[config.mk]
export PLATFORM = sky130hd
export DESIGN_NAME = hdlc_bit_deframer_unit
export DESIGN_NICKNAME = d
export VERILOG_FILES = /design/src/rtl/hbd_pkg.sv /design/src/rtl/hbd_word_walker.sv /design/src/rtl/hdlc_bit_deframer_unit.sv
export SDC_FILE = /design/constraint.sdc
export NUM_CORES = 1
export LEC_CHECK = 0
export ABC_AREA = 1
export BUFFER_PORTS_ARGS = -buffer_cell sky130_fd_sc_hd__buf_2
export CORE_ASPECT_RATIO = 1.1
export CORE_MARGIN = 4
export CORE_UTILIZATION = 55
export DETAILED_ROUTE_END_ITERATION = 12
export PLACE_DENSITY = 0.68
export SYNTH_ARGS = -nofsm -noshare
export SYNTH_HDL_FRONTEND = slang
export SYNTH_HIERARCHICAL = 1
export SYNTH_SLANG_ARGS = --single-unit
[constraint.sdc]
create_clock -name clk -period 12.4 [get_ports clk]
set_input_delay 2.48 -clock clk [delete_from_list [all_inputs] [get_ports clk]]
set_output_delay 2.48 -clock clk [all_outputs]
set_load 0.1 [all_outputs]
[src/rtl/hbd_pkg.sv]
// ----------------------------------------------------------------------------
// HDLC bit deframer package
// Shared types, constants and per-bit receive functions for the deframer.
// ----------------------------------------------------------------------------
`default_nettype none

package hbd_pkg;

  localparam int unsigned WordBits  = 8;
  localparam int unsigned CfgWidth  = 4;
  localparam int unsigned CntWidth  = $clog2(WordBits + 1);

  localparam logic [7:0]  FLAG_PATTERN = 8'h7E;
  localparam logic [7:0]  WINDOW_INIT  = 8'hFF;
  localparam logic [15:0] CRC_INIT     = 16'hFFFF;
  localparam logic [15:0] CRC_GOOD     = 16'h1D0F;
  localparam logic [15:0] CRC_POLY     = 16'h1021;
  localparam logic [CfgWidth-1:0] BPW_RESET = CfgWidth'(WordBits);

  // Receive phase, one-hot
  typedef enum logic [2:0] {
    PH_HUNT  = 3'b001,
    PH_FLAGS = 3'b010,
    PH_DATA  = 3'b100
  } rx_phase_t;

  typedef struct packed {
    rx_phase_t   phase;
    logic [7:0]  window;
    logic [2:0]  ones;
    logic [2:0]  cnt;
    logic [15:0] crc;
  } rx_state_t;

  typedef struct packed {
    logic       byte_valid;
    logic [7:0] data_byte;
    logic       frame_end;
    logic       crc_error;
    logic       not_octet_aligned;
    logic       aborted;
  } rx_result_t;

  typedef struct packed {
    rx_state_t  st;
    rx_result_t res;
  } rx_step_t;

  // CRC-16-CCITT over one octet, MSB first
  function automatic logic [15:0] crc_octet(input logic [15:0] crc_in,
                                            input logic [7:0] octet);
    logic [15:0] c;
    c = crc_in ^ {octet, 8'h00};
    for (int i = 0; i < 8; i++) begin
      if (c[15]) begin
        c = {c[14:0], 1'b0} ^ CRC_POLY;
      end else begin
        c = {c[14:0], 1'b0};
      end
    end
    return c;
  endfunction

  function automatic logic [7:0] rev8(input logic [7:0] v);
    logic [7:0] r;
    for (int i = 0; i < 8; i++) begin
      r[i] = v[7-i];
    end
    return r;
  endfunction

  // Advance the receiver by one line bit
  function automatic rx_step_t rx_bit_step(input rx_state_t st, input logic b);
    rx_step_t r;
    r.st  = st;
    r.res = '0;
    if (st.phase != PH_FLAGS && st.phase != PH_DATA) begin
      // hunt for the opening flag
      r.st.window = {st.window[6:0], b};
      if (r.st.window == FLAG_PATTERN) begin
        r.st.phase  = PH_FLAGS;
        r.st.window = '0;
        r.st.cnt    = '0;
        r.st.ones   = '0;
      end
    end else begin
      if (st.phase == PH_FLAGS) begin
        r.st.crc = CRC_INIT;
      end
      priority if (!b && st.ones == 3'd5) begin
        // drop the stuffed zero
        r.st.phase = PH_DATA;
        r.st.ones  = '0;
      end else if (!b && st.ones == 3'd6) begin
        // flag: close the frame if one is open
        if (st.phase == PH_DATA) begin
          r.res.not_octet_aligned = (st.cnt != 3'd7);
          r.res.frame_end         = 1'b1;
          r.res.crc_error         = (st.crc != CRC_GOOD);
        end
        r.st.phase  = PH_FLAGS;
        r.st.cnt    = '0;
        r.st.ones   = '0;
        r.st.window = '0;
      end else if (b && st.ones == 3'd6) begin
        // abort: back to hunting, window and run left as they are
        r.res.frame_end = (st.phase == PH_DATA);
        r.res.aborted   = 1'b1;
        r.st.phase      = PH_HUNT;
      end else begin
        r.st.window = {st.window[6:0], b};
        r.st.ones   = b ? st.ones + 3'd1 : 3'd0;
        if (st.cnt == 3'd7) begin
          r.st.cnt            = '0;
          r.st.crc            = crc_octet(r.st.crc, r.st.window);
          r.res.byte_valid    = 1'b1;
          r.res.data_byte     = rev8(r.st.window);
          r.st.window         = '0;
          r.st.phase          = PH_DATA;
        end else begin
          r.st.cnt = st.cnt + 3'd1;
        end
      end
    end
    return r;
  endfunction

endpackage

`default_nettype wire

[src/rtl/hbd_word_walker.sv]
// ----------------------------------------------------------------------------
// HDLC word walker
// Walks the valid bits of one received word, MSB first, through the
// per-bit receive step and merges the events of the word.
// ----------------------------------------------------------------------------
`default_nettype none

module hbd_word_walker (
  input  hbd_pkg::rx_state_t             st_in,
  input  logic [hbd_pkg::WordBits-1:0]   rx_bits,
  input  logic [hbd_pkg::CfgWidth-1:0]   bits_per_word,
  output hbd_pkg::rx_state_t             st_out,
  output hbd_pkg::rx_result_t            res_out
);

  logic [hbd_pkg::CntWidth-1:0] n_bits;

  // Saturate the bit count to the word width
  always_comb begin
    if (bits_per_word > hbd_pkg::CfgWidth'(hbd_pkg::WordBits)) begin
      n_bits = hbd_pkg::CntWidth'(hbd_pkg::WordBits);
    end else begin
      n_bits = hbd_pkg::CntWidth'(bits_per_word);
    end
  end

  // Step through bit positions from the top down; inactive positions pass
  always_comb begin
    hbd_pkg::rx_state_t  st;
    hbd_pkg::rx_result_t acc;
    hbd_pkg::rx_step_t   stp;
    st  = st_in;
    acc = '0;
    for (int k = hbd_pkg::WordBits - 1; k >= 0; k--) begin
      stp = hbd_pkg::rx_bit_step(st, rx_bits[k]);
      if (hbd_pkg::CntWidth'(k) < n_bits) begin
        st                    = stp.st;
        acc.frame_end         = acc.frame_end | stp.res.frame_end;
        acc.crc_error         = acc.crc_error | stp.res.crc_error;
        acc.not_octet_aligned = acc.not_octet_aligned | stp.res.not_octet_aligned;
        acc.aborted           = acc.aborted | stp.res.aborted;
        if (stp.res.byte_valid) begin
          acc.byte_valid = 1'b1;
          acc.data_byte  = stp.res.data_byte;
        end
      end
    end
    st_out  = st;
    res_out = acc;
  end

endmodule

`default_nettype wire

[src/rtl/hdlc_bit_deframer_unit.sv]
// ----------------------------------------------------------------------------
// HDLC bit deframer unit
// Receive-side HDLC deframer: flag hunt, zero destuffing, octet assembly,
// abort detection and CRC-16-CCITT residue check.
// ----------------------------------------------------------------------------
// Usage:
//   in_*   : one item per word of line bits; the low bits_per_word bits of
//            in_tdata are taken, highest bit first.
//   out_*  : exactly one result item per input item. out_tdata carries the
//            completed octet (first received bit in the LSB, zero if none),
//            out_tlast marks a frame closed by a flag or abort, out_tuser
//            carries byte_valid, crc_error, not_octet_aligned and aborted.
//   cfg_*  : writes bits_per_word (0..8, larger values act as 8). Write it
//            only while no item is in flight. cfg_ready is always high.
// An accepted input passes through an input register, then the bit walk
// of up to eight line bits into the result register. Throughput is one
// item per cycle while out_tready is high; the per-word walk through
// the receiver state is the path that sets it.
// Reset clears the receiver to flag hunting, CRC to all ones and
// bits_per_word to 8. When out_tready is low a held result stays;
// one more item is taken into an empty input register, then in_tready drops.
// ----------------------------------------------------------------------------
`default_nettype none

module hdlc_bit_deframer_unit (
  input  logic                         clk,
  input  logic                         rst_n,
  // slave side
  input  logic                         in_tvalid,
  output logic                         in_tready,
  input  logic [7:0]                   in_tdata,   // [7:0] rx_bits
  // master side
  output logic                         out_tvalid,
  input  logic                         out_tready,
  output logic [7:0]                   out_tdata,  // [7:0] data_byte
  output logic                         out_tlast,  // frame_end
  output logic [3:0]                   out_tuser,  // [0] byte_valid, [1] crc_error,
                                                   // [2] not_octet_aligned, [3] aborted
  // configuration
  input  logic                         cfg_valid,
  output logic                         cfg_ready,
  input  logic [hbd_pkg::CfgWidth-1:0] cfg_data    // bits_per_word
);

  logic [hbd_pkg::CfgWidth-1:0] bpw_r;
  logic [7:0]                   in_data_r;
  logic                         in_valid_r;
  logic                         out_valid_r;
  hbd_pkg::rx_state_t           state_r;
  hbd_pkg::rx_state_t           state_nxt;
  hbd_pkg::rx_result_t          res_nxt;
  hbd_pkg::rx_result_t          res_r;
  logic                         advance;

  assign cfg_ready = 1'b1;
  assign advance   = in_valid_r && (!out_valid_r || out_tready);
  assign in_tready = !in_valid_r || advance;

  // Configuration register
  always_ff @(posedge clk) begin
    if (!rst_n) begin
      bpw_r <= hbd_pkg::BPW_RESET;
    end else if (cfg_valid && cfg_ready) begin
      bpw_r <= cfg_data;
    end
  end

  // Input register
  always_ff @(posedge clk) begin
    if (!rst_n) begin
      in_valid_r <= 1'b0;
    end else if (in_tready) begin
      in_valid_r <= in_tvalid;
    end
  end

  always_ff @(posedge clk) begin
    if (in_tvalid && in_tready) begin
      in_data_r <= in_tdata;
    end
  end

  hbd_word_walker u_walker (
    .st_in         (state_r),
    .rx_bits       (in_data_r),
    .bits_per_word (bpw_r),
    .st_out        (state_nxt),
    .res_out       (res_nxt)
  );

  // Receiver state and result valid
  always_ff @(posedge clk) begin
    if (!rst_n) begin
      state_r.phase  <= hbd_pkg::PH_HUNT;
      state_r.window <= hbd_pkg::WINDOW_INIT;
      state_r.ones   <= '0;
      state_r.cnt    <= '0;
      state_r.crc    <= hbd_pkg::CRC_INIT;
      out_valid_r    <= 1'b0;
    end else begin
      if (advance) begin
        state_r     <= state_nxt;
        out_valid_r <= 1'b1;
      end else if (out_tready) begin
        out_valid_r <= 1'b0;
      end
    end
  end

  // Result payload
  always_ff @(posedge clk) begin
    if (advance) begin
      res_r <= res_nxt;
    end
  end

  assign out_tvalid = out_valid_r;
  assign out_tdata  = res_r.data_byte;
  assign out_tlast  = res_r.frame_end;
  assign out_tuser  = {res_r.aborted, res_r.not_octet_aligned,
                       res_r.crc_error, res_r.byte_valid};

endmodule

`default_nettype wire

== After elaboration in Yosys (flattened, before gate mapping) ==
Index checks and enable logic that the tools add are counted.

* Register bits: 60
* Input port bits: 17
* Output and inout port bits: 16
* Logic and storage cells: 854

* Add/sub/neg operators: 16
* $lt $le $gt $ge: 9
* Equal/unequal tests: 80
* Mux-type cells: 587
* Bitwise operators: 100
* Reduce and logical (&&, ||, !) cells: 47

{| class="wikitable"
|+ Operators with widths
! operator !! number
|-
| 2-to-1 mux 16 bit || 296
|-
| 2-to-1 mux 13 bit || 72
|-
| 2-to-1 mux 11 bit || 40
|-
| 2-to-1 mux 17 bit || 24
|-
| 2-to-1 mux 25 bit || 16
|-
| 2-to-1 mux 39 bit || 8
|-
| 2-to-1 mux 33 bit || 8
|-
| 2-to-1 mux 32 bit || 8
|-
| 2-to-1 mux 29 bit || 8
|-
| inverter 3 bit || 64
|-
| 2-to-1 mux 3 bit || 48
|-
| != test 16 x 13 -> 1 bit, second input constant || 8
|-
| XOR 16 bit || 8
|-
| == test 3 bit, second input constant || 32
|-
| 2-to-1 mux 9 bit || 8
|-
| == test 8 x 7 -> 1 bit, second input constant || 8
|-
| 2-to-1 mux 8 bit || 8
|-
| adder 3 x 1 -> 3 bit, second input constant || 16
|-
| != test 3 bit, second input constant || 16
|-
| logical AND 1 bit || 34
|-
| 2-to-1 mux 1 bit || 34
|-
| OR 1 bit || 28
|-
| == test 3 x 2 -> 1 bit, second input constant || 8
|-
| != test 3 x 2 -> 1 bit, second input constant || 8
|-
| 9 further kinds || 31
|}

== Logic depth before layout (Yosys ltp) ==
* Depth after elaboration: 489
* Gate-level depth with buffers: 83
* Depth with buffers taken out: 79

== Hierarchy ==
Netlist, hierarchy kept.

{| class="wikitable"
|+ By module, submodules not included
! module !! instances !! cells an instance !! area an instance (um2) !! sequential area each (um2)
|-
| hbd_word_walker || 1 || 2651 || 12761.0 || 0.0
|-
| hdlc_bit_deframer_unit || 1 || 216 || 2193.4 || 1411.4
|}

== Worst setup path after synthesis ==
No wires, ideal clock.

* Kind: reg-to-reg
* Start point: register state_r[19] (netlist bit)
* End point: register res_r (netlist bit out_tdata[7]) (data pin)
* Setup time: 0.260 ns
* Arrival time: 8.922 ns
* Required time: 12.140 ns
* Slack: 3.218 ns
* Stages on the path, launching flop included: 70
* Buffers on the path: 7
* Clock period less this slack: 9.182 ns
* Cells stage by stage: dfxtp_1 -> inv_1 -> ha_1 -> nand2_1 -> clkinv_1 -> nand2_1 -> o21ai_0 -> nand2_1 -> nand2_2 -> inv_1 -> nand2_1 -> nand2_4 -> inv_4 -> nor2_8 -> inv_4 -> clkbuf_1 -> clkbuf_1 -> a21oi_1 -> (+34 left out) -> ha_1 -> nand2_1 -> inv_2 -> nor2_1 -> inv_1 -> nand2_1 -> o211ai_1 -> o22ai_1 -> ha_1 -> ha_1 -> inv_1 -> nor2_1 -> nand2_2 -> inv_2 -> nand2_2 -> buf_2 -> nand2_1 -> o21ai_1

{| class="wikitable"
|+ RTL lines
! element !! line !! text
|-
| start: declaration || hdlc_bit_deframer_unit.sv:49 || <nowiki>hbd_pkg::rx_state_t state_r;</nowiki>
|-
| start signal: assignment || hdlc_bit_deframer_unit.sv:102 || <nowiki>state_r <= state_nxt;</nowiki>
|-
| end signal: assignment || hdlc_bit_deframer_unit.sv:113 || <nowiki>res_r <= res_nxt;</nowiki>
|-
| end: declaration || hdlc_bit_deframer_unit.sv:52 || <nowiki>hbd_pkg::rx_result_t res_r;</nowiki>
|}

==> metrics.cfg <==
[outcome]
status=complete, no violations

[grt]
grt_pass1_vias=17700
overflow=0
grt_first_pass_wirelength_um=94500
antenna_found_initial=0
grt_max_degree=43
gr-usage-all-layers=0.394

[final_layout]
area_delta_synth_final_pct=3.99
drive_gt1_frac=0.0887
n_antenna_cell=0
final_common_cell=nand2_1
final_cell_mix=nand2_1 (958), nand3_1 (490), inv_1 (310)
layout.nets=2872
nFillCells=2788
design_area_mm2=0.0154

[setup_path]
crit_type=flop to flop
cp_slowest_cell=nor4_1
critPathBufInv=19
critPathCaptureType=flop
worst-r2r-setup-slack_ps=760
crit_arrival_ps=11890
rr_endpoint=state_r[19]$_SDFFE_PN0P_
crit_path_frequent_cell=nand2_1
cp_data_required_time_ps=12640
worst_setup_path_start_kind=flop
rr_startpoint=state_r[31]$_SDFFE_PN0P_
worst-path-max-fanout=28
worstRegToRegCells=68
critPathMaxStageDelay_ps=400
path_delay_family=simple AND/OR/NAND/NOR gates

[routing]
drt_wl_total_um=61500
final_antenna_net_count=0
vias=20100
dr.pass1.iters=7
vias_per_cell=6.33
wl_per_cell_um=19.4
drtIter0Drc=3077
route.detailed.drc=0

[run]
drv_cap=0

[clock_network]
cts_resized=0
clk_pin_slew_ps=60
cts_tree=done
htree_levels=3
cts_buffer_depth=2
clk-insertion-delay-late_ps=360
cts_inserted_buffers=9
post-cts-setup-buffers=0
cts_hold_buf=0
numClockSinks=59
cts_root_buf=clkbuf_16

[floorplanning]
core_mm2=0.0264
die-area_mm2=0.0297
die_h_um=180
io_pins=33
die_w_um=165
rows=62
initial_utilization=0.562

[timing]
period_share=0.939
timing.fmax_mhz=85.9
setup_viol=0
drv_slew=0
hold_violations=0
finalCriticalPeriod_ps=11640
setup_tns_ps=0
rsz0062_at_grt=no
fin_skew_ps=17.2
worst_pin_slew_ps=1320
max_slew_margin=0.0942

[pwr]
ir_worst_vdd_mv=0.0700
power_density_mw_per_mm2=125
power_leakage_nw=8.12

[worst_hold_path]
hold_path.class=flop to flop
hold-path-endpoint=state_r[14]$_SDFFE_PN1P_
min_from=state_r[14]$_SDFFE_PN1P_
hold_path_depth=2

[synthesis]
synth.avg_cell_area_um2=5.21
syn_inst=2847
syn_nets=2904
netlist_area_mm2=0.0148
synth_warnings=6

[place]
dp_hpwl_um=48900
gp_congestion=1.11
io_buffers=31
placed_cell_area_mm2=0.0151

## flip-flops by register name, summed over array words and instances (netlist names)
signal      flops
out_tlast       1
bpw_r           4
out_tuser       4
out_tdata       8
in_data_r       8
state_r        32
out_tvalid      1
in_valid_r      1
## layout make-up
type / instances / area (µm²) / share of cell area
Sequential cell: 59 / 1390 / 0.0902
Tap cell: 352 / 440 / 0.0286
Multi-Input combinational cell: 2319 / 11600 / 0.750
Timing Repair Buffer: 53 / 320 / 0.0208
Inverter: 373 / 1420 / 0.0923
Clock inverter: 7 / 57.6 / 0.00373
Clock buffer: 9 / 225 / 0.0146
## where the power goes
group          total, mW  internal (mW)  switching, mW
combinational       1.44          0.392           1.04
clock              0.253          0.139          0.114
sequential         0.237          0.215         0.0222
total               1.93          0.746           1.18
## per-layer routing
metal / part of all wire / vias up / GRT usage
met5: 0 / - / 0
met4: 0.078 / 0 / 0.241
met3: 0.11 / 310 / 0.0657
met2: 0.44 / 1422 / 0.621
met1: 0.38 / 8876 / 0.499
li1: - / 9467 / -
## through the flow
stage | power [mW] | setup WS [ps] | std cells | util | hold WS [ps]
2_1_floorplan | 1.24 | 3220 | 2847 | - | 424
3_3_place_gp | 1.59 | 935 | 3156 | 0.572 | 444
3_5_place_dp | 1.61 | 810 | 3156 | 0.572 | 448
4_1_cts | 1.86 | 782 | 3172 | 0.583 | 463
5_1_grt | 2.06 | 38.0 | 3172 | 0.585 | 507
6_report | 1.93 | 756 | 3172 | 0.585 | 463
## worst max path at each step
stage	slack, ps	startpoint	depth (start not counted)	to
after global placement	940	state_r[19]$_SDFFE_PN0P_	67	state_r[7]$_SDFFE_PN1P_
after global routing	40	state_r[31]$_SDFFE_PN0P_	63	state_r[5]$_SDFFE_PN1P_
after detailed placement	810	state_r[31]$_SDFFE_PN0P_	66	state_r[5]$_SDFFE_PN1P_
after floorplan	3220	state_r[19]$_SDFFE_PN0P_	68	out_tdata[7]$_DFFE_PP_
final	760	state_r[31]$_SDFFE_PN0P_	68	state_r[19]$_SDFFE_PN0P_
after CTS	780	state_r[31]$_SDFFE_PN0P_	66	state_r[5]$_SDFFE_PN1P_
## worst reg2reg max path, delay by kind of cell, from the launching register on
kind                     cells  cell delay, ps
flip-flops                   1             390
AND/OR/NAND/NOR             36            5970
buffers and inverters       19            2300
AO/OA/AOI/OAI                8            1710
adder cells (fa/ha/maj)      5            1200
Power figures use the tool's default switching activity.
